### src/rtl/bats_pkg.sv
`default_nettype none

package bats_pkg;

    // fixed point format and field widths
    localparam int FRAC_BITS  = 16;
    localparam int W_W        = FRAC_BITS + 1;
    localparam int COORD_W    = FRAC_BITS + 2;
    localparam int TEXEL_W    = 16;

    // texel store and map geometry
    localparam int MAX_TEXELS = 4096;
    localparam int ADDR_W     = $clog2(MAX_TEXELS);
    localparam int MAX_SIDE   = 64;
    localparam int SIZE_W     = 7;
    localparam int SIDE_W     = $clog2(MAX_SIDE);
    localparam int PU_W       = W_W + SIDE_W;
    localparam int ROW_W      = SIDE_W + SIZE_W;

    // blend datapath
    localparam int PROD1_W    = TEXEL_W + W_W;
    localparam int PROD2_W    = PROD1_W + W_W;
    localparam int NUM_TAPS   = 4;
    localparam int TAP_W      = $clog2(NUM_TAPS);

    // result queue
    localparam int OUTQ_DEPTH = 4;
    localparam int OUTQ_PTR_W = $clog2(OUTQ_DEPTH);
    localparam int OUTQ_CNT_W = OUTQ_PTR_W + 1;

    // configuration port
    localparam int CFG_IDX_W  = 2;
    localparam int CFG_DATA_W = 16;

    localparam logic [W_W-1:0]    ONE      = W_W'(1) << FRAC_BITS;
    localparam logic [SIZE_W-1:0] SIDE_MAX = SIZE_W'(MAX_SIDE);

    // request operations
    localparam logic OP_WRITE  = 1'b0;
    localparam logic OP_SAMPLE = 1'b1;

    // register indexes
    localparam logic [CFG_IDX_W-1:0] CFG_MAP_WIDTH    = 2'd0;
    localparam logic [CFG_IDX_W-1:0] CFG_MAP_HEIGHT   = 2'd1;
    localparam logic [CFG_IDX_W-1:0] CFG_MAP_PRESENT  = 2'd2;
    localparam logic [CFG_IDX_W-1:0] CFG_OBJECT_ALPHA = 2'd3;

    // request after clamp and scale
    typedef struct packed {
        logic                op;
        logic                direct;
        logic [ADDR_W-1:0]   wr_addr;
        logic [TEXEL_W-1:0]  wr_data;
        logic [PU_W-1:0]     pu;
        logic [PU_W-1:0]     pv;
    } s1_item_t;

    // request ready for the texel memory port
    typedef struct packed {
        logic                            op;
        logic                            direct;
        logic [ADDR_W-1:0]               wr_addr;
        logic [TEXEL_W-1:0]              wr_data;
        logic [NUM_TAPS-1:0][ADDR_W-1:0] idx;
        logic [FRAC_BITS-1:0]            fu;
        logic [FRAC_BITS-1:0]            fv;
    } s2_item_t;

    // one blend term, travels alongside the texel read
    typedef struct packed {
        logic                valid;
        logic                direct;
        logic                first;
        logic                last;
        logic [W_W-1:0]      wu;
        logic [W_W-1:0]      wv;
        logic [TEXEL_W-1:0]  alpha;
    } term_t;

    // side register to the side in use: zero acts as one, large values saturate
    function automatic logic [SIZE_W-1:0] eff_side(input logic [SIZE_W-1:0] side);
        logic [SIZE_W-1:0] res;
        if (side == '0)
            res = SIZE_W'(1);
        else if (side > SIDE_MAX)
            res = SIDE_MAX;
        else
            res = side;
        return res;
    endfunction

    // signed Q1.16 clamped to [0, ONE]
    function automatic logic [W_W-1:0] clamp_coord(input logic [COORD_W-1:0] raw);
        logic [W_W-1:0] res;
        if (raw[COORD_W-1])
            res = '0;
        else if (raw[W_W-1:0] > ONE)
            res = ONE;
        else
            res = raw[W_W-1:0];
        return res;
    endfunction

endpackage

`default_nettype wire

### src/rtl/bats_coord.sv
`default_nettype none

module bats_coord (
    input  wire logic                                  clk,
    input  wire logic                                  rst_n,
    input  wire logic                                  in_valid,
    output logic                                       in_ready,
    input  wire logic                                  operation,
    input  wire logic        [bats_pkg::ADDR_W-1:0]    texel_address,
    input  wire logic        [bats_pkg::TEXEL_W-1:0]   texel_value,
    input  wire logic signed [bats_pkg::COORD_W-1:0]   u_coord,
    input  wire logic signed [bats_pkg::COORD_W-1:0]   v_coord,
    input  wire logic        [bats_pkg::SIZE_W-1:0]    map_width,
    input  wire logic        [bats_pkg::SIZE_W-1:0]    map_height,
    input  wire logic                                  map_present,
    output logic                                       s2_valid,
    output bats_pkg::s2_item_t                         s2_item,
    input  wire logic                                  s2_done
);

    logic [bats_pkg::SIZE_W-1:0]    w_eff;
    logic [bats_pkg::SIZE_W-1:0]    h_eff;
    logic [bats_pkg::SIZE_W-1:0]    w_m1;
    logic [bats_pkg::SIZE_W-1:0]    h_m1;
    logic [bats_pkg::W_W-1:0]       cu;
    logic [bats_pkg::W_W-1:0]       cv;
    logic                           in_accept;
    logic                           s2_load;

    bats_pkg::s1_item_t             s1_reg;
    bats_pkg::s1_item_t             s1_next;
    logic                           s1_valid_reg;
    logic                           s1_valid_next;
    bats_pkg::s2_item_t             s2_reg;
    bats_pkg::s2_item_t             s2_next;
    logic                           s2_valid_reg;
    logic                           s2_valid_next;

    logic [bats_pkg::SIDE_W-1:0]    x1;
    logic [bats_pkg::SIDE_W-1:0]    y1;
    logic [bats_pkg::SIDE_W-1:0]    x2;
    logic [bats_pkg::SIDE_W-1:0]    y2;
    logic [bats_pkg::SIZE_W-1:0]    x2_raw;
    logic [bats_pkg::SIZE_W-1:0]    y2_raw;
    logic [bats_pkg::FRAC_BITS-1:0] fu;
    logic [bats_pkg::FRAC_BITS-1:0] fv;
    logic [bats_pkg::ROW_W-1:0]     row1;
    logic [bats_pkg::ROW_W-1:0]     row2;

    // effective map size
    assign w_eff = bats_pkg::eff_side(map_width);
    assign h_eff = bats_pkg::eff_side(map_height);
    assign w_m1  = w_eff - bats_pkg::SIZE_W'(1);
    assign h_m1  = h_eff - bats_pkg::SIZE_W'(1);

    // handshake between the two stages
    assign s2_load   = s1_valid_reg && (!s2_valid_reg || s2_done);
    assign in_ready  = !s1_valid_reg || !s2_valid_reg || s2_done;
    assign in_accept = in_valid && in_ready;

    // stage 1: clamp and scale by side minus one
    assign cu = bats_pkg::clamp_coord(u_coord);
    assign cv = bats_pkg::clamp_coord(v_coord);

    always_comb
    begin
        s1_next.op      = operation;
        s1_next.direct  = !map_present;
        s1_next.wr_addr = texel_address;
        s1_next.wr_data = texel_value;
        s1_next.pu      = bats_pkg::PU_W'(cu) * bats_pkg::PU_W'(w_m1[bats_pkg::SIDE_W-1:0]);
        s1_next.pv      = bats_pkg::PU_W'(cv) * bats_pkg::PU_W'(h_m1[bats_pkg::SIDE_W-1:0]);
    end

    // stage 2: neighbor positions and fractions
    assign x1 = s1_reg.pu[bats_pkg::FRAC_BITS +: bats_pkg::SIDE_W];
    assign y1 = s1_reg.pv[bats_pkg::FRAC_BITS +: bats_pkg::SIDE_W];
    assign fu = s1_reg.pu[bats_pkg::FRAC_BITS-1:0];
    assign fv = s1_reg.pv[bats_pkg::FRAC_BITS-1:0];

    // on an integer position the neighbor is the texel itself
    assign x2_raw = bats_pkg::SIZE_W'(x1) + bats_pkg::SIZE_W'(fu != '0);
    assign y2_raw = bats_pkg::SIZE_W'(y1) + bats_pkg::SIZE_W'(fv != '0);
    assign x2 = (x2_raw > w_m1) ? w_m1[bats_pkg::SIDE_W-1:0] : x2_raw[bats_pkg::SIDE_W-1:0];
    assign y2 = (y2_raw > h_m1) ? h_m1[bats_pkg::SIDE_W-1:0] : y2_raw[bats_pkg::SIDE_W-1:0];

    // row bases, row-major
    assign row1 = bats_pkg::ROW_W'(y1) * bats_pkg::ROW_W'(w_eff);
    assign row2 = bats_pkg::ROW_W'(y2) * bats_pkg::ROW_W'(w_eff);

    // texel indices wrap modulo the store depth
    always_comb
    begin
        s2_next.op      = s1_reg.op;
        s2_next.direct  = s1_reg.direct;
        s2_next.wr_addr = s1_reg.wr_addr;
        s2_next.wr_data = s1_reg.wr_data;
        s2_next.fu      = fu;
        s2_next.fv      = fv;
        s2_next.idx[0]  = bats_pkg::ADDR_W'(row1 + bats_pkg::ROW_W'(x1));
        s2_next.idx[1]  = bats_pkg::ADDR_W'(row1 + bats_pkg::ROW_W'(x2));
        s2_next.idx[2]  = bats_pkg::ADDR_W'(row2 + bats_pkg::ROW_W'(x1));
        s2_next.idx[3]  = bats_pkg::ADDR_W'(row2 + bats_pkg::ROW_W'(x2));
    end

    // stage occupancy
    always_comb
    begin
        s1_valid_next = s1_valid_reg;
        if (in_accept)
            s1_valid_next = 1'b1;
        else if (s2_load)
            s1_valid_next = 1'b0;

        s2_valid_next = s2_valid_reg;
        if (s2_load)
            s2_valid_next = 1'b1;
        else if (s2_done)
            s2_valid_next = 1'b0;
    end

    always_ff @(posedge clk or negedge rst_n)
    begin
        if (!rst_n)
        begin
            s1_valid_reg <= 1'b0;
            s2_valid_reg <= 1'b0;
        end
        else
        begin
            s1_valid_reg <= s1_valid_next;
            s2_valid_reg <= s2_valid_next;
        end
    end

    // stage payloads
    always_ff @(posedge clk)
    begin
        if (in_accept)
            s1_reg <= s1_next;
        if (s2_load)
            s2_reg <= s2_next;
    end

    assign s2_valid = s2_valid_reg;
    assign s2_item  = s2_reg;

endmodule

`default_nettype wire

### config.mk
export PLATFORM = sky130hd
export DESIGN_NAME = bats_coord
export DESIGN_NICKNAME = d
export VERILOG_FILES = /design/src/rtl/bats_pkg.sv /design/src/rtl/bats_coord.sv
export SDC_FILE = /design/constraint.sdc
export NUM_CORES = 1
export LEC_CHECK = 0
export ABC_AREA = 1
export BUFFER_PORTS_ARGS = -buffer_cell sky130_fd_sc_hd__buf_2
export CORE_UTILIZATION = 41
export CTS_CLUSTER_DIAMETER = 200
export DETAILED_ROUTE_END_ITERATION = 8
export HOLD_SLACK_MARGIN = 0.15
export RECOVER_POWER = 25
export SYNTH_ARGS = -nofsm -noshare
export SYNTH_HDL_FRONTEND = slang
export SYNTH_SLANG_ARGS = --single-unit
### constraint.sdc
create_clock -name clk -period 7.3 [get_ports clk]
set_input_delay 1.095 -clock clk [delete_from_list [all_inputs] [get_ports clk]]
set_output_delay 1.095 -clock clk [all_outputs]
set_load 0.05 [all_outputs]
# --- Yosys cells after proc, flatten, opt, wreduce, memory -nomap -nowiden ---
# Index checks and enable logic that the tools add are counted.
# Widths: inputs -> output; s select.
word_totals:
  romBits: 0
  wordCells: 64
  ramBits: 0
  latchBits: 0
  n_memories: 0
  regBits: 186
  input_bits: 84
  output_inout_bits: 112
classes:
  multipliers: 4
  n_reduce_logical: 14
  n_mux: 14
  div_mod_pow: 0
  shift: 0
  eq_ne: 0
  magnitude_cmp: 6
  bitwise: 0
  addsub: 8
ops:
  columns: ["operator", "n"]
  rows:
  - ["$mux 17", 4]
  - ["$add 12x6->12", 4]
  - ["$mul 17x6->22", 2]
  - ["$gt 17x17->1 const B", 2]
  - ["$reduce_bool 16->1", 2]
  - ["$mux 7", 4]
  - ["$mul 6x7->12", 2]
  - ["$add 6x1->7", 2]
  - ["$gt 7x7->1", 2]
  - ["$gt 7x7->1 const B", 2]
  - ["$logic_not 7->1", 2]
  - ["$sub 7x1->7 const B", 2]
  - ["$mux 6", 2]
  - ["$mux 1", 4]
  - ["$reduce_bool 2->1", 2]
  - ["$logic_not 1->1", 3]
  - ["$logic_or 1x1->1", 3]
  - ["$logic_and 1x1->1", 2]

# --- Longest topological paths before layout ---
# Gate-level depths: netlist (run 1).
depth:
  depth_word: 8
  ltp_mapped: 37
  depth_no_buf: 36

# --- Worst setup path before layout (run 1) ---
# OpenSTA, ideal clock, no wires.
synth_timing:
  kind: "input to register"
  startpoint: "in map_height[6] in the netlist's numbering"
  endpoint: "reg s2_reg (netlist bit s2_item[67]), data pin"
  stages: 33
  setup_slack_ps: 189
  setup_ps: 252
  path_buffers: 1
  required_time_ps: 7048
  arrival_time_ps: 6858
  cell_sequence: "inv_2 nand2_1 a21boi_2 clkbuf_1 ha_1 nand3_1 xor2_2 inv_1 ha_1 nand2_1 nor2_1 nand2_1 a21oi_2 nand2_1 o21a_1 inv_1 nor2_1 fa_1 ha_1 fa_1 inv_1 fa_1 inv_1 ha_1 nand2_1 inv_1 nand4_1 nand3_1 nand2_1 a21oi_1 nand3_1 nand3_1 nand2_1"
synth_lines:
  columns: ["element", "line_no", "source"]
  rows:
  - ["start: declaration", "bats_coord.sv:14", "input wire logic [bats_pkg::SIZE_W-1:0] map_height,"]
  - ["end signal: assignment", "bats_coord.sv:142", "s2_reg <= s2_next;"]
  - ["end: declaration", "bats_coord.sv:34", "bats_pkg::s2_item_t s2_reg;"]

==> flow_summary_export.csv, run 1 <==
group,metric,value,unit
status,outcome,"finished, violations left",
status,failed_checks,"capacitance limit, slew limit",
layout,layout-drive-gt1-share,0.150,
placement,post-dp-hpwl,33800,um
synthesis,synth_simple_gate_area_frac,0.194,
clocking,post_cts.resized_instances,0,
timing,timing.max_slew.rel_slack,-0.491,
clocking,clock_latency,0.45,ns
timing,fin_skew,0.0201,ns
layout,max_reg_flops,110,
floorplanning,io_pins,196,
placement,globalplace.congestion,0.895,
synthesis,synthCells,1822,
layout,final_common_cell,"sky130_fd_sc_hd__nand2_1",
placement,portBuffers,195,
setup_path,flop2flop_setup_slack,0.66,ns
layout,num-nets-final,2423,
setup_path,worst_setup_path_startpoint,"map_height[6]",
placement,post_dp_cell_area,18700,um^2
routing,drt.antenna.violating_nets,0,
grt,largest_net_degree_at_the_start_of_global_routing,75,
synthesis,fraction_of_the_mapped_netlist_area_in_compound_gates,0.0523,
power_and_ir_drop,p_leak,9.67,nW
setup_path,setup.worst_path.end_class,"flop",
timing,min_period,6.72,ns
clocking,cts.htree.levels,4,
synthesis,ys_warn_count,0,
timing,layout_worst_path_cycle_share,0.921,
floorplanning,floorplan.initialDensity,0.417,
synthesis,yosys-mux-area-fraction,0.000660,
synthesis,synth-seq-cells,186,
setup_path,timing.critical_path.depth,33,
floorplanning,floorplan.die_area,42500,um^2
setup_path,crit_path_end,"s2_item[79]$_DFFE_PP_",
setup_path,timing.reg2reg.worst_path_depth,31,
routing,drt_iter0_drc,629,
hold_path,hp-class,"in2async",
layout,antenna_cells_inserted,0,
grt,globalRoute.totalOverflow,0,
clocking,worst_setup_hold_path_clk_slew,0.07,ns
grt,first_global_vias,12800,
power_and_ir_drop,p_int,0.00272,W
power_and_ir_drop,swShare,0.454,
setup_path,cp_max_fanout,8,
setup_path,critical_path_arrival,6.93,ns
layout,most-common-layout-cells,"sky130_fd_sc_hd__nand2_1 (434), sky130_fd_sc_hd__inv_1 (318), sky130_fd_sc_hd__buf_2 (192), sky130_fd_sc_hd__edfxtp_1 (184), sky130_fd_sc_hd__fa_1 (164)",
layout,fin_cells,2576,
clocking,postCtsSetupBuffers,0,
floorplanning,num_rows,74,
synthesis,netlist_area,17100,um^2
synthesis,post_synth_xor_area_fraction,0.0468,
grt,grt_antenna_before_repair,2,
synthesis,async_reset_ff_frac,0.0108,
synthesis,syn_avg_cell_area,9.37,um^2
synthesis,synth_enable_flop_cells,184,
synthesis,synth-main-ff-cell,"sky130_fd_sc_hd__edfxtp_1",
clocking,clock_tree_buffer_depth,2,
clocking,cts_tree,"built",
clocking,cts.sinks,186,
placement,dp_cells,2544,
floorplanning,coreArea,40900,um^2
setup_path,startpoint_type,"input pin",
power_and_ir_drop,max-vdd-ir-drop,148,uV
synthesis,ys_seq_area_frac,0.327,
clocking,cts-buffers-inserted,17,
setup_path,critical_path.reg2reg.endpoint,"s2_item[66]$_DFFE_PP_",
routing,wl_per_cell,15.7,um
setup_path,crit-reg2reg-launch,"fv[1]$_DFFE_PP_",
setup_path,timing.critical_path.required,7.51,ns
layout,areaGrowthSynthToFinish,13.0,%
floorplanning,die_w,206,um
routing,routed_via_density,4.96,
layout,final_area,19300,um^2
setup_path,crit_path_frequent_cell,"sky130_fd_sc_hd__inv_1",
routing,vias,12800,
clocking,cts.root.buffer_cell,"sky130_fd_sc_hd__clkbuf_16",
timing,final-setup-viol-count,0,
floorplanning,vertical_extent_of_the_die,206,um
synthesis,synthAdderAreaFrac,0.298,
grt,grtUsageTotal,0.196,
synthesis,synth_fp_nets,2214,
run,max-cap-violations,1,
routing,detailedRoute.firstPassIterationCount,8,
setup_path,worst-setup-path-type,"in2reg",
power_and_ir_drop,power-per-cell-area,258,nW/um^2
clocking,cts-hold-fix-buffers,0,
synthesis,post_synth_num_cell_types,48,
setup_path,worst_path_largest_cell_delay,0.56,ns
timing,totalNegativeSetupSlack,0,ns
power_and_ir_drop,power.share.clock,0.174,
grt,grt_first_pass_wirelength,64700,um
routing,post-route-drc-count,0,
synthesis,synth_top_family_by_area,"adder cells",
routing,detail_route.wirelength,40400,um
power_and_ir_drop,switchingPower,0.00226,W
timing,maxClockFrequency,0.149,GHz
setup_path,critical-path-top-delay-family,"adder cells",
power_and_ir_drop,pwr-share-comb,0.511,
timing,hold_viol_final,0,
power_and_ir_drop,seq_power_share,0.315,
setup_path,critical_path.n_buffers_inverters,8,
timing,transition_time_of_the_tightest_slew_check_pin,2.24,ns
timing,grt_setup_unrepaired,"false",
setup_path,critical_path_s_slowest_cell,"sky130_fd_sc_hd__fa_1",
timing,maxSlewViolCount,24,
worst min-delay path by stage:
stage	to	slack (ns)	depth (start not counted)
6_report	s2_valid$_DFFE_PN0P_	0.42	1
5_1_grt	s2_valid$_DFFE_PN0P_	0.40	1
4_1_cts	s2_valid$_DFFE_PN0P_	0.39	1
3_5_place_dp	s2_item[83]$_DFFE_PP_	0.40	0
3_3_place_gp	s2_item[96]$_DFFE_PP_	0.40	0
2_1_floorplan	s2_item[100]$_DFFE_PP_	0.40	0
synthesized netlist by cell type (4+ instances only):
cell | instances | area share
sky130_fd_sc_hd__buf_2 | 9 | 0.0026
sky130_fd_sc_hd__nor4_1 | 15 | 0.0055
sky130_fd_sc_hd__xor2_1 | 62 | 0.032
sky130_fd_sc_hd__ha_1 | 144 | 0.11
sky130_fd_sc_hd__nor2_8 | 18 | 0.021
sky130_fd_sc_hd__xor2_2 | 4 | 0.0038
sky130_fd_sc_hd__fa_1 | 164 | 0.19
sky130_fd_sc_hd__a21oi_1 | 73 | 0.021
sky130_fd_sc_hd__edfxtp_1 | 184 | 0.32
sky130_fd_sc_hd__a21o_1 | 10 | 0.0044
sky130_fd_sc_hd__nand4_1 | 27 | 0.0099
sky130_fd_sc_hd__o21bai_1 | 5 | 0.0022
sky130_fd_sc_hd__inv_1 | 318 | 0.070
sky130_fd_sc_hd__nand2_2 | 6 | 0.0022
sky130_fd_sc_hd__o21a_1 | 5 | 0.0022
sky130_fd_sc_hd__nand3_1 | 55 | 0.016
sky130_fd_sc_hd__nor3_1 | 15 | 0.0044
sky130_fd_sc_hd__xnor2_1 | 20 | 0.010
sky130_fd_sc_hd__nor2_1 | 138 | 0.030
sky130_fd_sc_hd__inv_2 | 18 | 0.0040
sky130_fd_sc_hd__o21ai_1 | 5 | 0.0015
sky130_fd_sc_hd__nand2_1 | 434 | 0.095
sky130_fd_sc_hd__o21ai_0 | 31 | 0.0091
sky130_fd_sc_hd__a31oi_1 | 5 | 0.0018
sky130_fd_sc_hd__o211ai_1 | 4 | 0.0018
sky130_fd_sc_hd__nand3b_1 | 5 | 0.0022
sky130_fd_sc_hd__clkbuf_1 | 10 | 0.0022
metrics by stage:
step	utilization	setup slack [ns]	hold slack, ns	power (W)
2_1_floorplan	-	0.189	0.400	0.00354
3_3_place_gp	0.458	0.189	0.400	0.00411
3_5_place_dp	0.458	0.0372	0.405	0.00415
4_1_cts	0.472	0.531	0.388	0.00504
5_1_grt	0.472	0.00403	0.401	0.00537
6_report	0.472	0.578	0.420	0.00498
power groups by stage:
stage                     logic, W  clock network (W)  registers, W
final                      0.00255           0.000868       0.00157
after detailed placement   0.00256                  0       0.00159
after floorplan            0.00147                  0       0.00206
after global routing       0.00284           0.000937       0.00159
after global placement     0.00252                  0       0.00159
after CTS                  0.00257           0.000895       0.00157
layout make-up:
class | instances | area (um^2)
inverter | 339 | 1280
tap | 532 | 666
sequential | 186 | 5580
fill | 3915 | 21600
timing repair buffer | 212 | 1100
clock inverter | 15 | 139
multi-input combinational | 1275 | 10100
clock buffer | 17 | 425
layer usage:
layer  wire, um  GRT usage  vias to the layer above  share of wire
li1           -          -                     6246              -
met1      18300      0.254                     6127           0.45
met2      19000      0.328                      343           0.47
met3       2200     0.0396                       58          0.055
met4        813     0.0593                        4          0.020
met5         23          0                        -        0.00057
logic make-up (layout without fill, tap and decap cells):
| logic type | after synthesis | in the layout |
|---|---|---|
| adders and majority gates | 308 | 308 |
| and+or+nand+nor | 726 | 726 |
| xor gates and xnor gates | 87 | 87 |
| buffers and inverters | 361 | 583 |
| AOI/OAI and AO/OA | 153 | 153 |
| DFF | 186 | 186 |
| muxes | 1 | 1 |
Power figures use the tool's default switching activity.
==> run 2: changes to the inputs <==
- GPL_TIMING_DRIVEN: unset -> 0
==> flow_summary_export.csv, run 2 (synthesis results as in run 1) <==
group,metric,value,unit
status,outcome,"finished, violations left",
status,failed_checks,"capacitance limit, slew limit",
hold_path,hp-class,"reg2reg",
grt,grtUsageTotal,0.198,
timing,timing.max_slew.rel_slack,-0.266,
setup_path,critical_path.n_buffers_inverters,8,
layout,layout-drive-gt1-share,0.157,
power_and_ir_drop,seq_power_share,0.308,
timing,hold_ws,0.415,ns
floorplanning,coreArea,40900,um^2
layout,fillerInstances,3890,
setup_path,worst_setup_path_startpoint,"map_height[6]",
floorplanning,io_pins,196,
setup_path,critical_path_arrival,7.26,ns
setup_path,startpoint_type,"input pin",
layout,most-common-layout-cells,"sky130_fd_sc_hd__nand2_1 (434), sky130_fd_sc_hd__inv_1 (316), sky130_fd_sc_hd__buf_2 (202), sky130_fd_sc_hd__edfxtp_1 (184), sky130_fd_sc_hd__fa_1 (164)",
placement,portBuffers,195,
routing,wl_per_cell,15.6,um
timing,maxClockFrequency,0.142,GHz
timing,maxSlewViolCount,38,
power_and_ir_drop,swShare,0.450,
layout,register_area,5580,um^2
clocking,cts.htree.levels,4,
power_and_ir_drop,power.share.clock,0.175,
routing,detailedRoute.firstPassIterationCount,5,
setup_path,crit_path_frequent_cell,"sky130_fd_sc_hd__nand2_1",
clocking,cts-buffers-inserted,17,
setup_path,critical-path-top-delay-family,"adder cells",
power_and_ir_drop,switchingPower,0.00227,W
setup_path,worst_path_largest_cell_delay,0.57,ns
layout,multi_input_comb_area,10200,um^2
placement,post-dp-hpwl,33800,um
placement,post_dp_cell_area,18900,um^2
clocking,cts_tree,"built",
power_and_ir_drop,power-per-cell-area,258,nW/um^2
grt,first_global_vias,12700,
floorplanning,vertical_extent_of_the_die,206,um
floorplanning,die_w,206,um
clocking,clock_tree_buffer_depth,2,
timing,layout_worst_path_cycle_share,0.965,
timing,transition_time_of_the_tightest_slew_check_pin,1.90,ns
timing,min_period,7.04,ns
power_and_ir_drop,pwr-share-comb,0.517,
setup_path,critical_path_s_slowest_cell,"sky130_fd_sc_hd__fa_1",
routing,post-route-drc-count,0,
placement,globalplace.congestion,0.885,
routing,detail_route.wirelength,40500,um
clocking,clock_latency,0.45,ns
setup_path,worst-setup-path-type,"in2reg",
layout,final_common_cell,"sky130_fd_sc_hd__nand2_1",
layout,fin_cells,2591,
power_and_ir_drop,p_leak,9.77,nW
setup_path,cp_max_fanout,11,
clocking,cts.sinks,186,
grt,globalRoute.totalOverflow,0,
timing,final.setup.worst_slack,0.258,ns
floorplanning,floorplan.initialDensity,0.417,
placement,preCtsSetupSlack,-1.50,ns
routing,drt_iter0_drc,640,
layout,max_reg_flops,110,
grt,largest_net_degree_at_the_start_of_global_routing,33,
routing,routed_via_density,4.88,
timing,fin_skew,0.0133,ns
power_and_ir_drop,max-vdd-ir-drop,155,uV
grt,grt_antenna_before_repair,4,
setup_path,timing.critical_path.required,7.51,ns
routing,vias,12600,
hold_path,hp_start,"s1_reg[72]$_DFFE_PP_",
layout,areaGrowthSynthToFinish,14.6,%
clocking,cts-hold-fix-buffers,0,
clocking,cts.root.buffer_cell,"sky130_fd_sc_hd__clkbuf_16",
timing,final-setup-viol-count,0,
layout,final_area,19600,um^2
grt,grt_first_pass_wirelength,65200,um
routing,drt.antenna.violating_nets,0,
timing,hold_viol_final,0,
layout,num-nets-final,2436,
floorplanning,num_rows,74,
timing,grt_setup_unrepaired,"true",
floorplanning,floorplan.die_area,42500,um^2
placement,dp_cells,2555,
power_and_ir_drop,p_int,0.00278,W
power_and_ir_drop,post-layout-total-power,0.00505,W
clocking,worst_setup_hold_path_clk_slew,0.08,ns
setup_path,crit-reg2reg-launch,"fv[0]$_DFFE_PP_",
run,max-cap-violations,2,
setup_path,setup.worst_path.end_class,"flop",
## run 2: cell count changes in the layout (fill, tap and decap cells not counted), sizes merged
cell and delta:
inv -1, diode +2, clkinv -2, clkbuf +13, clkinvlp -1, buf +4
## run 2: path summary, 6_finish.rpt
kind	to	slack, ns	depth (start not counted)
max in group asynchronous	s1_valid_reg$_DFFE_PN0P_	6.72	1
worst max register to register	s2_item[79]$_DFFE_PP_	0.55	33
worst max-delay path	s2_item[79]$_DFFE_PP_	0.26	34
min in group asynchronous	s2_valid$_DFFE_PN0P_	0.44	1
worst min-delay path	s2_item[106]$_DFFE_PP_	0.42	0
worst min register to register	s2_item[106]$_DFFE_PP_	0.42	0
## run 2: worst reg2reg max path: cells and delay by family, from the launching register on
family                   cells  cell delay (ns)
buffers and inverters        5             0.44
adder cells (fa/ha/maj)      8             3.05
AND/OR/NAND/NOR             17             2.03
AO/OA/AOI/OAI                3             0.63
flip-flops                   1             0.41
## run 2: layout make-up
type	instances	share of cell area
diodes	2	0.000256
plain buffers	22	0.00653
clock buffers	21	0.0241
clock inverters	11	0.00531
inverters	339	0.0653
multi-input cells	1275	0.522
flip-flops and latches	186	0.285
well taps	532	0.0340
repair buffers	203	0.0578
## run 2: what timing repair did
item / CTS / global route
buffers inserted: 2 / 0
pin swaps: 1 / 2
endpoints found under the setup margin: 16 / 12
resized for setup: 8 / 14
## run 2: power by group through the flow
stage,logic (W),clock network [W],registers (W)
final,0.00261,0.000884,0.00156
after global routing,0.00292,0.000954,0.00158
after CTS,0.00260,0.000913,0.00156
after detailed placement,0.00257,0,0.00158
after global placement,0.00250,0,0.00160
after floorplan,0.00147,0,0.00206
## run 2: stage by stage
step | setup TNS (ns) | utilization
after detailed placement | -17.76 | 0.461
after global placement | -274.48 | 0.457
final | 0 | 0.478
after global routing | -0.113 | 0.478
after CTS | 0 | 0.477
after floorplan | 0 | -
## run 2: per-layer routing
metal | global-route usage | share of wire | up-vias
li1 | - | - | 6266
met1 | 0.261 | 0.46 | 6060
met2 | 0.334 | 0.48 | 282
met3 | 0.0364 | 0.048 | 32
met4 | 0.0486 | 0.014 | 6
met5 | 0 | 0.00082 | -
